==> src/rtl/krp_mem.sv <==
// Entry store of the keyed resource pool: one write port, one read port with
// registered read data. No dependencies.
`timescale 1ns / 1ps
`default_nettype none

module krp_mem #(
    parameter int DEPTH = 64,
    parameter int WIDTH = 65
) (
    input  wire logic                     clk,
    input  wire logic                     wr_en,
    input  wire logic [$clog2(DEPTH)-1:0] wr_addr,
    input  wire logic [WIDTH-1:0]         wr_data,
    input  wire logic                     rd_en,
    input  wire logic [$clog2(DEPTH)-1:0] rd_addr,
    output logic      [WIDTH-1:0]         rd_data
);

    logic [WIDTH-1:0] mem [DEPTH];

    always_ff @(posedge clk)
    begin
        if (wr_en)
        begin
            mem[wr_addr] <= wr_data;
        end
    end

    always_ff @(posedge clk)
    begin
        if (rd_en)
        begin
            rd_data <= mem[rd_addr];
        end
    end

endmodule

`default_nettype wire

==> config.mk <==
export PLATFORM = sky130hd
export DESIGN_NAME = krp_mem
export DESIGN_NICKNAME = d
export VERILOG_FILES = /design/src/rtl/krp_mem.sv
export SDC_FILE = /design/constraint.sdc
export NUM_CORES = 2
export LEC_CHECK = 0
export ABC_CLOCK_PERIOD_IN_PS = 16800
export BUFFER_PORTS_ARGS = -buffer_cell sky130_fd_sc_hd__buf_4
export CAP_MARGIN = 5
export CELL_PAD_IN_SITES_DETAIL_PLACEMENT = 1
export CELL_PAD_IN_SITES_GLOBAL_PLACEMENT = 2
export CORE_MARGIN = 2
export CORE_UTILIZATION = 45
export DETAILED_ROUTE_END_ITERATION = 7
export PLACE_DENSITY_LB_ADDON = 0.1
export SYNTH_ARGS = -nofsm -noshare
export SYNTH_HDL_FRONTEND = slang
export SYNTH_MEMORY_MAX_BITS = 65536
export SYNTH_SLANG_ARGS = --single-unit
==> constraint.sdc <==
create_clock -name clk -period 16.8 [get_ports clk]
set_input_delay 2.52 -clock clk [delete_from_list [all_inputs] [get_ports clk]]
set_output_delay 2.52 -clock clk [all_outputs]
set_load 0.1 [all_outputs]
## After elaboration in Yosys (flattened, before gate mapping)

Memories as Yosys holds them, arrays and structs flattened. A register that Yosys moved wholly into a read port is not among the register bits.
Cells that the tools add are included.

- Word-level logic and storage cells: 3
- Bits in writable memories: 4160
- Latch bits: 0
- ROM bits: 0
- Input port bits: 80
- Flip-flop bits (word level): 0
- Memories: 1
- Output and inout bits: 65

Memory list:

| memory | depth | bits a word | read ports | clocked after Yosys merged registers in | wr ports | line | source |
|---|---|---|---|---|---|---|---|
| mem | 64 | 65 | 1 | 1 | 1 | 19 | `logic [WIDTH-1:0] mem [DEPTH];` |

- Bitwise gates (word level): 0
- Shifts and indexed selects: 0
- Order comparisons: 0
- Multiplexer cells: 2
- Divide/modulo/power cells: 0
- Reduce and logical (&&, ||, !) cells: 0
- Equal/unequal tests: 0
- Add/sub/neg operators: 0
- Multiply operators: 0

Operator list:

| cell | number |
|---|---|
| 2-to-1 mux 1 bit | 2 |

## Logic depth before layout (Yosys ltp)

- Depth in word-level cells: 2
- Mapped depth: 9
- Gate-level depth less buffers: 4

## Worst setup path before layout

No wires, ideal clock.

- Kind: in2reg
- From: input wr_addr[3]
- To: memory mem[48][0] (enable)
- Buffers on the path: 1
- Arrival: 7459 ps
- Setup slack: 8774 ps
- Setup time: 568 ps
- Cell stages on the path: 4
- Required time: 16232 ps
- Cell sequence: clkbuf_1 nor2b_1 nand4b_1 nor3_1

RTL lines:

| what | line | source |
|---|---|---|
| from (decl) | 12 | `input wire logic [$clog2(DEPTH)-1:0] wr_addr,` |
| to (decl) | 19 |  |

No word-level cell before the write port.

==> results.rst <==
.. list-table::
   :header-rows: 1

   * - Metric
     - Value
   * - Status
     - completed
   * - Global-route wire length before repair
     - 687.9 mm
   * - Routed via count
     - 78,300
   * - Biggest fanout along the worst timing path
     - 88
   * - Maximum number of pins on one net before global-route repair
     - 106
   * - Post-synth net total
     - 6,686
   * - Worst Path Arrival
     - 6.76 ns
   * - Number of buffers inserted by hold repair at cts
     - 0
   * - Gate Count Post-Synth
     - 6,606
   * - Wire length after detailed routing
     - 510.3 mm
   * - Average wire per cell in the routed design
     - 41.98 um
   * - Post-synthesis cell area
     - 159,000 sq um
   * - Dominant cell type by count on the critical path
     - sky130_fd_sc_hd__buf_4
   * - Layout cell share with drive strength beyond 1
     - 28.46%
   * - TritonCTS clock tree
     - built
   * - Classification of the worst setup path
     - in2reg
   * - Flip-flop and latch count after synthesis
     - 4,225
   * - Final max-slew violation count
     - 0
   * - CORE AREA
     - 352,100 sq um
   * - Width of the die
     - 598.4 um
   * - Period utilization
     - 36.00%
   * - Number of antenna violations at the first check in global routing
     - 33
   * - Maximum vdd ir drop
     - 0.00009542 V
   * - Cell-by-cell listing of the critical path
     - buf_8, buf_4, buf_12, buf_4, mux4_2, a22oi_1, nand3_1, o211a_1
   * - Fraction of the yosys area taken by sequential cells
     - 79.80%
   * - Initial DRC count
     - 11,030
   * - CTS clock-pin slew for the worst setup and hold paths
     - 0.06 ns
   * - Highest-count cells in the layout ignoring fill and taps
     - sky130_fd_sc_hd__edfxtp_1, sky130_fd_sc_hd__mux4_2, sky130_fd_sc_hd__clkbuf_16
   * - Post-route cell area
     - 180,900 sq um
   * - Critical path required time
     - 17.51 ns
   * - Total CTS buffers
     - 445
   * - Cell area reported after detailed placement
     - 166,600 sq um
   * - Critical Path Source Type
     - input port
   * - Total GRT Usage
     - 28.59%
   * - Yosys warning total
     - 0
   * - Final clock skew
     - 0.05421 ns
   * - Cell variety after synth
     - 26
   * - Maximum clock rate
     - 165.4 MHz
   * - Min Hold Slack
     - 0.8859 ns
   * - Delay of the slowest critical-path stage
     - 0.82 ns
   * - Mean number of vias per cell
     - 6.442
   * - Worst-Margin Slew
     - 1.285 ns
   * - Path type of the worst min-delay path
     - reg2reg
   * - Number of fillers in the final layout
     - 29,940
   * - Number of nets in the layout
     - 7,121
   * - Port Buffer Count
     - 144
   * - Starting density of the core
     - 45.15%
   * - Crit path capture type
     - flip-flop
   * - Number of placed I/O pins
     - 145
   * - Number of violations of the max-capacitance limit
     - 0
   * - Die Footprint
     - 358,100 sq um
   * - Die outline height
     - 598.4 um
   * - Number of buffers between clock root and the deepest sink
     - 4
   * - Leakage Power
     - 55.93 nW
   * - Final Wtd Congestion
     - 0.7564
   * - Commonest non-fill, non-tap cell in the layout
     - sky130_fd_sc_hd__edfxtp_1
   * - Post-cts repair resize count
     - 0
   * - Mean area per synthesized cell
     - 24.07 sq um
   * - Clock insertion delay at the later pin of the skew report
     - 1.01 ns
   * - Post-DP HPWL
     - 253.5 mm
   * - Hold Vio Cnt, Final
     - 0
   * - Final-layout setup total negative slack
     - 0 ns
   * - Number of detailed-routing iterations run before antenna repair
     - 5
   * - Total setup violations reported at the end of the flow
     - 0
   * - RSZ-0062 raised after global routing
     - false
   * - Congestion Overflow GR
     - 0
   * - Rows
     - 218
   * - Remaining DRCs
     - 0
   * - Post-CTS setup-driven buffer insertion count
     - 0
   * - Clock Sinks
     - 4,225
   * - Slew headroom
     - 14.31%
   * - Clock Tree Root
     - sky130_fd_sc_hd__clkbuf_16
   * - Number of nets with antenna violations after routing
     - 0
   * - Final critical path time including I/O delays and setup
     - 6.048 ns
   * - Area growth from synthesis to layout
     - 13.77%
   * - Number of global-route vias before repair
     - 80,520
   * - Critical-path top delay cell
     - sky130_fd_sc_hd__buf_4
   * - PD cells
     - 124.9 nW/um^2
   * - Level count of the clock H-tree
     - 5
[per-stage QoR]
step	utilization [%]	total power, mW	std cells	setup slack, ns
final	51.37	22.59	12160	10.75
after global routing	51.36	23.18	12150	10.45
after CTS	51.36	22.75	12140	10.80
after detailed placement	47.31	13.09	11320	9.757
after global placement	47.31	13.07	11320	9.765
after floorplan	-	12.59	6606	8.774
[synth_stat cells]
cell	number	area (sq um)
sky130_fd_sc_hd__and2_1	3	18.77
sky130_fd_sc_hd__edfxtp_1	4225	126900
sky130_fd_sc_hd__or3b_2	4	35.03
sky130_fd_sc_hd__nor2b_1	9	56.30
sky130_fd_sc_hd__or3_1	3	18.77
sky130_fd_sc_hd__nand2b_1	9	56.30
sky130_fd_sc_hd__o221ai_1	46	402.9
sky130_fd_sc_hd__nor3_1	2	10.01
sky130_fd_sc_hd__nor2_1	112	420.4
sky130_fd_sc_hd__nand4b_1	1	8.760
sky130_fd_sc_hd__mux2i_1	103	1031
sky130_fd_sc_hd__buf_2	186	930.9
sky130_fd_sc_hd__o22ai_1	130	813.3
sky130_fd_sc_hd__nand3b_1	25	187.7
sky130_fd_sc_hd__a22oi_1	260	1952
sky130_fd_sc_hd__or2_2	2	12.51
sky130_fd_sc_hd__nand4_1	2	12.51
sky130_fd_sc_hd__buf_4	37	277.8
sky130_fd_sc_hd__mux4_2	1040	23420
sky130_fd_sc_hd__buf_6	16	180.2
sky130_fd_sc_hd__clkbuf_1	120	450.4
sky130_fd_sc_hd__a211oi_1	65	488.0
sky130_fd_sc_hd__nand2_1	8	30.03
sky130_fd_sc_hd__o211a_1	65	650.6
sky130_fd_sc_hd__buf_1	18	67.56
sky130_fd_sc_hd__nand3_1	115	575.6
[path summary, 6_finish.rpt]
check	start	end	slack, ns	cells past startpoint
setup reg to reg	mem[39][0]	rd_data[0]	14.78	4
hold / removal	mem[30][10]	rd_data[10]	0.89	4
hold reg to reg	mem[30][10]	rd_data[10]	0.89	4
setup / recovery	rd_addr[1]	rd_data[57]	10.75	8
[worst max-delay path, delay by kind of cell]
| kind | cells | cell delay (ns) |
|---|---|---|
| AO/OA/AOI/OAI | 2 | 0.50 |
| multiplexers | 1 | 0.42 |
| AND/OR/NAND/NOR | 1 | 0.41 |
| buffers and inverters | 4 | 2.62 |
[logic make-up (layout without fill, tap and decap cells)]
group                  Yosys count  count (layout)  share of synthesized area, %
DFF                           4225            4225                         79.80
muxes                         1143            1143                         15.38
AOI/OAI and AO/OA              566             566                         2.709
buffers and inverters          377            1184                         1.199
and+or+nand+nor                295             295                        0.9074
other                            0              12                             0
[per-layer routing]
metal | track usage, % | up-vias | part of all wire (%)
li1 | - | 29700 | -
met1 | 40.18 | 44080 | 40
met2 | 45.08 | 3860 | 48
met3 | 6.764 | 654 | 9.2
met4 | 7.682 | 8 | 2.7
met5 | 0.3209 | - | 0.038
[flip-flops by register name, indices dropped and copies added (netlist names)]
name	flops
rd_data	65
mem	4160
[power by group]
part,internal [mW],switching (mW)
clock network,5.57,4.16
logic,0.362,0.766
registers,11.7,0.0388
[cell type report]
type / instances / area, sq um / area share [%]
sequential: 4225 / 126900 / 70.14
timing repair buffer: 365 / 3029 / 1.675
tap: 4730 / 5918 / 3.272
antenna: 12 / 30.03 / 0.01660
clock inverter: 276 / 2610 / 1.443
multi-input combinational: 2004 / 30790 / 17.02
clock buffer: 543 / 11630 / 6.430
(Power assumes the default switching activity.)
