`config.mk`:
```
export PLATFORM = sky130hd
export DESIGN_NAME = krp_match
export DESIGN_NICKNAME = d
export VERILOG_FILES = /design/src/rtl/krp_pkg.sv /design/src/rtl/krp_match.sv
export SDC_FILE = /design/constraint.sdc
export NUM_CORES = 1
export LEC_CHECK = 0
export ABC_AREA = 0
export BUFFER_PORTS_ARGS = -buffer_cell sky130_fd_sc_hd__buf_2
export CAP_MARGIN = 20
export CORE_MARGIN = 4
export CORE_UTILIZATION = 28
export DETAILED_ROUTE_END_ITERATION = 16
export GPL_TIMING_DRIVEN = 0
export PLACE_DENSITY_LB_ADDON = 0.3
export SLEW_MARGIN = 5
export SYNTH_ARGS = -nofsm -noshare
export SYNTH_HDL_FRONTEND = slang
export SYNTH_SLANG_ARGS = --single-unit
```
`constraint.sdc`:
```
create_clock -name vclk -period 1.1
set_input_delay 0.11 -clock vclk [all_inputs]
set_output_delay 0.11 -clock vclk [all_outputs]
set_load 0.01 [all_outputs]
```
`src/rtl/krp_pkg.sv`:
```
// Package for the keyed resource pool: field widths, command and register codes,
// the sequencer state type and the result record. No dependencies.
`timescale 1ns / 1ps
`default_nettype none

package krp_pkg;

    localparam int CMD_W       = 2;
    localparam int DIM_W       = 16;
    localparam int CODE_W      = 8;
    localparam int BYTES_W     = 32;
    localparam int HANDLE_W    = 16;
    localparam int KEY_W       = 48;
    localparam int COUNT_W     = 7;
    localparam int STAT_W      = 32;
    localparam int CFG_INDEX_W = 4;
    localparam int CFG_DATA_W  = 7;

    // Command codes; the remaining code is a no-op.
    localparam logic [CMD_W-1:0] CMD_ACQUIRE = 2'd0;
    localparam logic [CMD_W-1:0] CMD_RELEASE = 2'd1;
    localparam logic [CMD_W-1:0] CMD_CLEAR   = 2'd2;

    // Key kinds.
    localparam logic KIND_TEXTURE = 1'b0;
    localparam logic KIND_BUFFER  = 1'b1;

    // Configuration register indexes.
    localparam logic [CFG_INDEX_W-1:0] REG_MAX_TEXTURES = 4'd0;
    localparam logic [CFG_INDEX_W-1:0] REG_MAX_BUFFERS  = 4'd1;

    typedef enum logic [1:0] {
        ST_IDLE,
        ST_SCAN,
        ST_SHIFT,
        ST_FINISH
    } krp_state_t;

    typedef struct packed {
        logic                hit;
        logic [HANDLE_W-1:0] handle_out;
        logic                dropped;
        logic [COUNT_W-1:0]  pooled_textures;
        logic [COUNT_W-1:0]  pooled_buffers;
        logic [STAT_W-1:0]   hit_count;
        logic [STAT_W-1:0]   miss_count;
    } krp_rsp_t;

endpackage

`default_nettype wire

```
`src/rtl/krp_match.sv`:
```
// Key compare unit of the keyed resource pool: one stored entry against the request key.
// Depends on krp_pkg for the key width.
`timescale 1ns / 1ps
`default_nettype none

module krp_match import krp_pkg::*; (
    input  wire logic             req_kind,
    input  wire logic [KEY_W-1:0] req_key,
    input  wire logic             entry_kind,
    input  wire logic [KEY_W-1:0] entry_key,
    output logic                  match
);

    assign match = (req_kind == entry_kind) && (req_key == entry_key);

endmodule

`default_nettype wire

```
## Word level (Yosys, flattened, before mapping)

Index checks and enable logic that the tools add are counted.

| word-level totals | value |
|---|---|
| bits in registers | 0 |
| latch bits | 0 |
| bits in writable memories | 0 |
| ROM bits | 0 |
| input port bits | 98 |
| output and inout port bits | 1 |
| logic and storage cells | 3 |
| memories | 0 |

| operators by class | value |
|---|---|
| add/subtract/negate cells | 0 |
| $mul | 0 |
| div/mod/pow operators | 0 |
| order comparisons | 0 |
| eq/ne operators | 2 |
| shift operators | 0 |
| multiplexer cells | 0 |
| bitwise logic cells | 0 |
| reductions and logical operators | 1 |

Operators by type and width:

| kind | count |
|---|---|
| == test 48 bit | 1 |
| == test 1 bit | 1 |
| logical AND 1 bit | 1 |

## Longest topological paths before layout

Gate-level depths: netlist of run 1.

| logic depth | value |
|---|---|
| depth after elaboration | 2 |
| gate-level depth with buffers | 4 |
| mapped depth without buffers | 4 |

## Worst setup path after synthesis of run 1

Ideal clock, no wire load.

| path | value |
|---|---|
| kind | input to output |
| start point | input port entry_key[2] |
| end point | output port match |
| data arrival time | 987 ps |
| required time | 990 ps |
| setup slack | 3 ps |
| stages | 4 |
| cell sequence | xor2_1 > nor4_1 > nand3_1 > nor4_2 |

| on the way | value |
|---|---|
| word-level cells in the longest chain between the ends | 2 |

RTL lines:

| item | RTL line | RTL |
|---|---|---|
| start: declaration | krp_match.sv:10 | `input wire logic [KEY_W-1:0] entry_key,` |
| == test 48 bit | krp_match.sv:14 | `assign match = (req_kind == entry_kind) && (req_key == entry_key);` |
| logical AND 1 bit | krp_match.sv:14 |  |
| end: declaration | krp_match.sv:11 | `output logic match` |

No other way between the ends.

## Final worst setup path of run 1

| path | value |
|---|---|
| start point | input port req_key[21] |
| end point | output port match |

| on the way | value |
|---|---|
| word-level cells in the longest chain between the ends | 2 |

RTL lines:

| item | RTL line | RTL |
|---|---|---|
| start: declaration | krp_match.sv:8 | `input wire logic [KEY_W-1:0] req_key,` |
| == test 48 bit | krp_match.sv:14 |  |
| logical AND 1 bit | krp_match.sv:14 |  |

No other way between the ends.

==> results of run 1 <==
[kinds of logic (layout without fill, tap and decap cells)]
logic type,count (synthesis),after routing
buffers and inverters,0,99
AND/OR/NAND/NOR,17,17
XOR/XNOR,49,49
[tightest hold or removal path: cells and delay by family]
| kind | cells | cell delay [ps] |
|---|---|---|
| buf+inv | 2 | 220 |
| simple gates | 2 | 130 |
| xor+xnor | 1 | 50 |
[layout by cell type (no fill, tap or decap), drive strengths merged]
cell type,netlist,routed
nand3,2,2
buf,0,99
xor2,47,47
xnor2,2,2
nand4,2,2
nor4,12,12
nor3,1,1
[synthesized netlist by cell type (all sizes together)]
cell type  count  area share [%]
xnor2          2             3.2
nand3          2             1.8
nand4          2             2.3
nor4          12              16
nor3           1            0.92
xor2          47              76
[report_power, final]
| part | leakage, nW | switching (W) | internal, W |
|---|---|---|---|
| clock | 0 | 0 | 0 |
| combinational | 0.615 | 0.000136 | 0.000218 |
| sequential | 0 | 0 | 0 |
[area by class of cell]
cell class                      count  share of cell area [%]
Multi-Input combinational cell     66                    49.7
Timing Repair Buffer               99                    47.5
Tap cell                           25                    2.82
[path summary, 6_finish.rpt]
check | start | to | slack (ps) | cells past startpoint
worst max-delay path | req_key[21] | match | -230 | 6
worst min-delay path | req_key[15] | match | 620 | 5
[metal layers]
metal  wire (um)  track usage, %
met1         618            13.4
met2        1080            27.2
met3         331            3.44
met4          12           0.873
met5           0               0
[per-stage QoR]
step | hold WS, ps | TNS (ps)
after floorplan | 395 | 0
after global placement | 630 | -279
after detailed placement | 630 | -276
after CTS | 630 | -243
after global routing | 657 | -305
final | 622 | -227
[what timing repair did]
item,in CTS,in global routing
resized for setup,5,1
pin swaps,10,3
setup endpoints to repair,1,1
==> impl_metrics.yaml, run 1 <==
place:
  pre_cts_ws_ps: -276
  portBuffers: 99
  dpl_cell_area_mm2: 0.00107
  dp_cells: 190
  gp_congestion: 0.727
  dp_hpwl_um: 1900
routing:
  first_pass_iters: 4
  drtAntennaViolNets: 0
  vias_per_cell: 4.41
  drc: 0
  drtIter0Drc: 2
  wire_per_inst_um: 10.7
  routed_wl_um: 2040
  vias: 838
global_routing:
  antenna_found_initial: 0
  grt_pass1_vias: 764
  grt.total_usage_pct: 13.2
  grt_pass1_wl_um: 2880
  gr-total-overflow: 0
  grt_start_max_net_pins: 2
logic_synthesis:
  synth_mux_area_share_pct: 0
  post_synth.cell_area_avg_um2: 8.25
  synth_fa_ha_area_share_pct: 0
  synthCells: 66
  seq_area_frac_synth_pct: 0
  synth_xor_area_share_pct: 78.9
  syn-cell-area_um2: 544
  syn_nets: 164
  synth_compound_area_share_pct: 0
  synth_cell_types: 7
  yosys.area_share.simple_pct: 21.1
  ys_warn_count: 0
  synth_top_family_by_area: "XOR/XNOR gates"
worst_setup_path:
  max_stage_delay_ps: 300
  worstPathCellList: "buf_6, xor2_1, nor4_1, nand3_1, nor4_2, buf_2"
  crit_path_top_delay_cell: "nor4_1"
  cp.arrival_ps: 1220
  cp-start-kind: "primary input"
  required_ps: 990
  end_kind: "output port"
  critPathBufInv: 2
  path_class: "primary input to output port"
  critical_path.top_delay_family: "simple AND/OR/NAND/NOR gates"
  worstPathMaxFanout: 1
timing:
  setup-violations-final: 1
  finalMaxSlewViolations: 0
  tightest_slew_ps: 276
  period_minus_slack_ps: 1330
  slew_headroom_pct: 81.4
  hold_violations: 0
  min_period_over_period_pct: 121
  fmax_mhz: 754
  setup_slack_ps: -227
  grt_setup_unrepaired: "yes"
power:
  p_leak_nw: 0.615
  power_w: 0.000355
  power_density_mw_per_mm2: 320
  ir_drop_mv: 0.164
job:
  maxCapViolations: 0
final_layout:
  post-route-util_pct: 62.2
  drive_gt1_share_pct: 61.8
  nClkBuffers: 0
  area_delta_synth_final_pct: 104
  antenna_cells: 0
  design.seq.count: 0
  n_fill_cell: 163
  fin_cells: 190
  seqCellArea_um2: 0
  multi_input_area_um2: 551
  fin_area_mm2: 0.00111
  fin_nets: 265
floorplan:
  fp.dieArea_mm2: 0.00271
  initial_core_util_pct: 30.5
  fp.dieW_um: 52.1
  die_h_um: 52.1
  num_rows: 15
  core_area_mm2: 0.00178
  io-pin-count: 99
hold_path:
  min_path_type: "primary input to output port"
clock_tree:
  postCtsSetupRepairBufs: 0
  hold_buffers: 0
outcome:
  violations: "negative setup slack"
  outcome: "finished, violations left"
No activity file was read; power rests on OpenSTA's default activity.
==> inputs of run 2 (changes only) <==
--- a/config.mk
+++ b/config.mk
@@ -5,11 +5,11 @@
 export SDC_FILE = /design/constraint.sdc
 export NUM_CORES = 1
 export LEC_CHECK = 0
-export ABC_AREA = 0
+export ABC_AREA = 1
 export BUFFER_PORTS_ARGS = -buffer_cell sky130_fd_sc_hd__buf_2
 export CAP_MARGIN = 20
 export CORE_MARGIN = 4
-export CORE_UTILIZATION = 28
+export CORE_UTILIZATION = 33
 export DETAILED_ROUTE_END_ITERATION = 16
 export GPL_TIMING_DRIVEN = 0
 export PLACE_DENSITY_LB_ADDON = 0.3
==> impl_metrics.yaml, run 2 <==
outcome:
  outcome: "completed"
logic_synthesis:
  synth_compound_area_share_pct: 0
  ys_warn_count: 0
  synthTopCellsByArea: "nand2_1 28%, xor2_1 21%, nor2_1 17%"
  syn-cell-area_um2: 752
  yosys.area_share.simple_pct: 48.8
  yosysTopAreaCell: "nand2_1"
  seq_area_frac_synth_pct: 0
  synthCells: 155
  synth_top_family_by_area: "simple AND/OR/NAND/NOR gates"
  post_synth.cell_area_avg_um2: 4.85
  synth_mux_area_share_pct: 0
  synth_top_area_share_pct: 28.0
  synth_xor_area_share_pct: 37.3
  synth_fa_ha_area_share_pct: 0
  yosysMostFrequentCell: "nand2_1"
  synth_cell_types: 7
  synthTopCellsByCount: "56 x nand2_1, 35 x nor2_1, 28 x inv_1"
  syn_nets: 253
global_routing:
  grt_start_max_net_pins: 3
  grt_pass1_vias: 1003
  gr-total-overflow: 0
  grt_pass1_wl_um: 3680
  grt.total_usage_pct: 13.1
  antenna_found_initial: 0
final_layout:
  layout_common_cells: "96 x buf_2, 56 x nand2_1, 34 x nor2_1"
  drive_gt1_share_pct: 42.1
  nClkBuffers: 0
  post-route-util_pct: 60.9
  fin_nets: 354
  antenna_cells: 0
  fin_cells: 282
  n_fill_cell: 220
  design.seq.count: 0
  area_delta_synth_final_pct: 77.4
  seqCellArea_um2: 0
  final_common_cell: "buf_2"
routing:
  top_layer: "met3"
  drtIter0Drc: 28
  drtAntennaViolNets: 0
  wire_per_inst_um: 7.64
  wl_met1_um: 812
  drc: 0
  wl_met3_um: 289
  dr_wl_met2_um: 1050
  routed_wl_um: 2150
  vias_per_cell: 4.00
  vias: 1127
  first_pass_iters: 4
floorplan:
  fp.dieW_um: 55.7
  io-pin-count: 99
  die_h_um: 55.7
  num_rows: 17
  core_area_mm2: 0.00219
  initial_core_util_pct: 34.3
  fp.dieArea_mm2: 0.00311
timing:
  setup-violations-final: 0
  fmax_mhz: 965
  period_minus_slack_ps: 1040
  finalMaxSlewViolations: 0
  hold_ws_ps: 704
  slew_headroom_pct: 89.2
  tightest_slew_ps: 161
  grt_setup_unrepaired: "yes"
  min_period_over_period_pct: 94.2
  fin_tns_setup_ps: 0
  hold_violations: 0
worst_setup_path:
  required_ps: 990
  cp-start-kind: "primary input"
  worstPathCellList: "buf_2, xor2_1, nor2_1, nand2_1, nor2_1, nand3_1, nor2_1, buf_2"
  worstPathMaxFanout: 1
  critPathMostFrequentCell: "nor2_1"
  max_stage_delay_ps: 150
  end_kind: "output port"
  cp.arrival_ps: 930
  path_class: "primary input to output port"
  crit_path_top_delay_cell: "xor2_1"
power:
  power_w: 0.000427
  p_leak_nw: 0.880
  power_density_mw_per_mm2: 320
  ir_drop_mv: 0.204
place:
  gp_congestion: 0.705
  dp_cells: 282
  dp_hpwl_um: 2040
  portBuffers: 99
hold_path:
  min_path_type: "primary input to output port"
clock_tree:
  postCtsSetupRepairBufs: 0
job:
  maxCapViolations: 0
-- run 2: cell types whose count changed after synthesis, sizes merged --
cell / previous run / this run
nor2: 0 / 35
xnor2: 2 / 14
inv: 0 / 28
nor4: 12 / 0
nand3: 2 / 3
nand4: 2 / 0
nand2: 0 / 56
xor2: 47 / 18
-- run 2: layout make-up --
| type | count | area, um2 | share of cell area (%) |
|---|---|---|---|
| inverter | 28 | 105 | 7.88 |
| multi-input combinational | 127 | 679 | 50.9 |
| tap | 28 | 35.0 | 2.63 |
| timing repair buffer | 99 | 514 | 38.6 |
-- run 2: final timing paths --
check,depth (start not counted),end,startpoint
worst max-delay path,8,match,entry_key[10]
worst min-delay path,7,match,req_key[45]
-- run 2: through the flow --
| step | worst slack (ps) | instance area, um2 |
|---|---|---|
| after global routing | -87.4 | 1330 |
| after global placement | 18.8 | 1280 |
| after detailed placement | 5.20 | 1280 |
| after floorplan | 274 | 752 |
| after CTS | 2.86 | 1280 |
| final | 64.3 | 1330 |
-- run 2: where the power goes --
group / internal (W) / switching (W) / leakage (nW) / total, W
registers: 0 / 0 / 0 / 0
clock network: 0 / 0 / 0 / 0
logic: 0.000249 / 0.000178 / 0.880 / 0.000427
-- run 2: repair_timing --
action / 4_1_cts / 5_1_grt
setup endpoints to repair: 0 / 1
hold buffers: 0 / 0
resized for setup: 0 / 10
-- run 2: metal layers --
layer / up-vias / global-route usage, %
met4: 0 / 0
met3: 0 / 3.71
met2: 55 / 24.2
met1: 431 / 15.9
met5: - / 0
li1: 641 / -
-- run 2: cell families (layout without fill, tap and decap cells) --
family	Yosys count	after routing
XOR/XNOR	32	32
buffers and inverters	28	127
AND/OR/NAND/NOR	95	95
-- run 2: critical path, delay by kind of cell --
family,cells,cell delay (ps)
and+or+nand+nor,5,440
buffers and inverters,2,230
xor gates and xnor gates,1,150
==> inputs of run 3 (changes only) <==
--- a/config.mk
+++ b/config.mk
@@ -13,6 +13,7 @@
 export DETAILED_ROUTE_END_ITERATION = 16
 export GPL_TIMING_DRIVEN = 0
 export PLACE_DENSITY_LB_ADDON = 0.3
+export SETUP_SLACK_MARGIN = 0.3
 export SLEW_MARGIN = 5
 export SYNTH_ARGS = -nofsm -noshare
 export SYNTH_HDL_FRONTEND = slang
==> impl_metrics.yaml, run 3 (synthesis results as in run 2) <==
outcome:
  outcome: "completed"
final_layout:
  n_fill_cell: 230
  final_common_cell: "buf_2"
  design.seq.count: 0
  nClkBuffers: 0
  antenna_cells: 0
  area_delta_synth_final_pct: 76.0
  fin_cells: 282
  layout_common_cells: "98 x buf_2, 56 x nand2_1, 33 x nor2_1"
  seqCellArea_um2: 0
  fin_nets: 354
  drive_gt1_share_pct: 41.7
timing:
  hold_violations: 0
  grt_setup_unrepaired: "yes"
  period_minus_slack_ps: 1080
  tightest_slew_ps: 149
  min_period_over_period_pct: 98.3
  fmax_mhz: 924
  slew_headroom_pct: 90.0
  finalMaxSlewViolations: 0
  setup-violations-final: 0
power:
  p_int_w: 0.000245
  power_w: 0.000422
  comb_power_share_pct: 100.0
  p_sw_w: 0.000177
  power_density_mw_per_mm2: 319
  p_leak_nw: 0.878
  clkPwrFrac_pct: 0
  ir_drop_mv: 0.187
  seqPwrFrac_pct: 0
  netSwitchingFraction_pct: 42.0
clock_tree:
  hold_buffers: 0
place:
  portBuffers: 99
  dp_hpwl_um: 2110
  gp_congestion: 0.723
  dp_cells: 282
routing:
  routed_wl_um: 2160
  drtAntennaViolNets: 0
  wire_per_inst_um: 7.67
  drc: 0
  drtIter0Drc: 17
  first_pass_iters: 3
  vias: 1139
  vias_per_cell: 4.04
floorplan:
  die_h_um: 55.7
  fp.dieArea_mm2: 0.00311
  core_area_mm2: 0.00219
  io-pin-count: 99
  num_rows: 17
  fp.dieW_um: 55.7
  initial_core_util_pct: 34.3
worst_setup_path:
  crit_path_top_delay_cell: "xnor2_2"
  critPathBufInv: 2
  path_depth: 9
  critPathMostFrequentCell: "nand2_1"
  cp.arrival_ps: 970
  max_stage_delay_ps: 140
  path_class: "primary input to output port"
  worstPathMaxFanout: 1
  worstPathCellList: "buf_2, xnor2_2, nand2_1, nor2_2, nand2_1, nor2_1, nand2_1, nor2_2, buf_2"
  required_ps: 990
  critical_path.top_delay_family: "simple AND/OR/NAND/NOR gates"
  end_kind: "output port"
  cp-start-kind: "primary input"
global_routing:
  grt_start_max_net_pins: 3
  grt_pass1_wl_um: 3650
  grt_pass1_vias: 1096
  antenna_found_initial: 0
  grt.total_usage_pct: 13.1
  gr-total-overflow: 0
job:
  maxCapViolations: 0
hold_path:
  min_path_type: "primary input to output port"
  holdPathStages: 7
[run 3: path summary, 6_finish.rpt]
path | from | end
worst max-delay path | entry_key[36] | match
worst min-delay path | req_key[45] | match
[run 3: timing repair]
action / 4_1_cts / 5_1_grt
endpoints found under the setup margin: 1 / 1
setup buffers: 0 / 0
pin swaps: 0 / 4
resized for setup: 0 / 6
[run 3: metrics by stage]
step | util, % | hold WS, ps | area, um2 | worst slack, ps | setup TNS, ps
global route | 60.4 | 752 | 1320 | -92.2 | -92.2
global placement | 58.7 | 716 | 1280 | 26.9 | 0
CTS | 58.7 | 718 | 1280 | 5.28 | 0
detailed placement | 58.7 | 718 | 1280 | 10.1 | 0
finish | 60.4 | 709 | 1320 | 18.2 | 0
floorplan | - | 478 | 754 | 292 | 0
[run 3: area by class of cell]
type	count	area, um2	share of cell area, %
inverter	28	105	7.94
multi-input combinational	127	682	51.5
timing repair buffer	99	502	37.9
tap	28	35.0	2.65
[run 3: metal layers]
metal,track usage [%],vias to the layer above,routed length (um)
met5,0,-,0
met2,29.6,45,1220
met3,2.32,0,235
met4,0,0,0
met1,12.4,455,708
li1,-,639,-
[run 3: power groups by stage]
stage	registers [W]	logic, W	clock network (W)
final	0	0.000422	0
after global routing	0	0.000487	0
after CTS	0	0.000410	0
after detailed placement	0	0.000409	0
after global placement	0	0.000399	0
after floorplan	0	0.000190	0
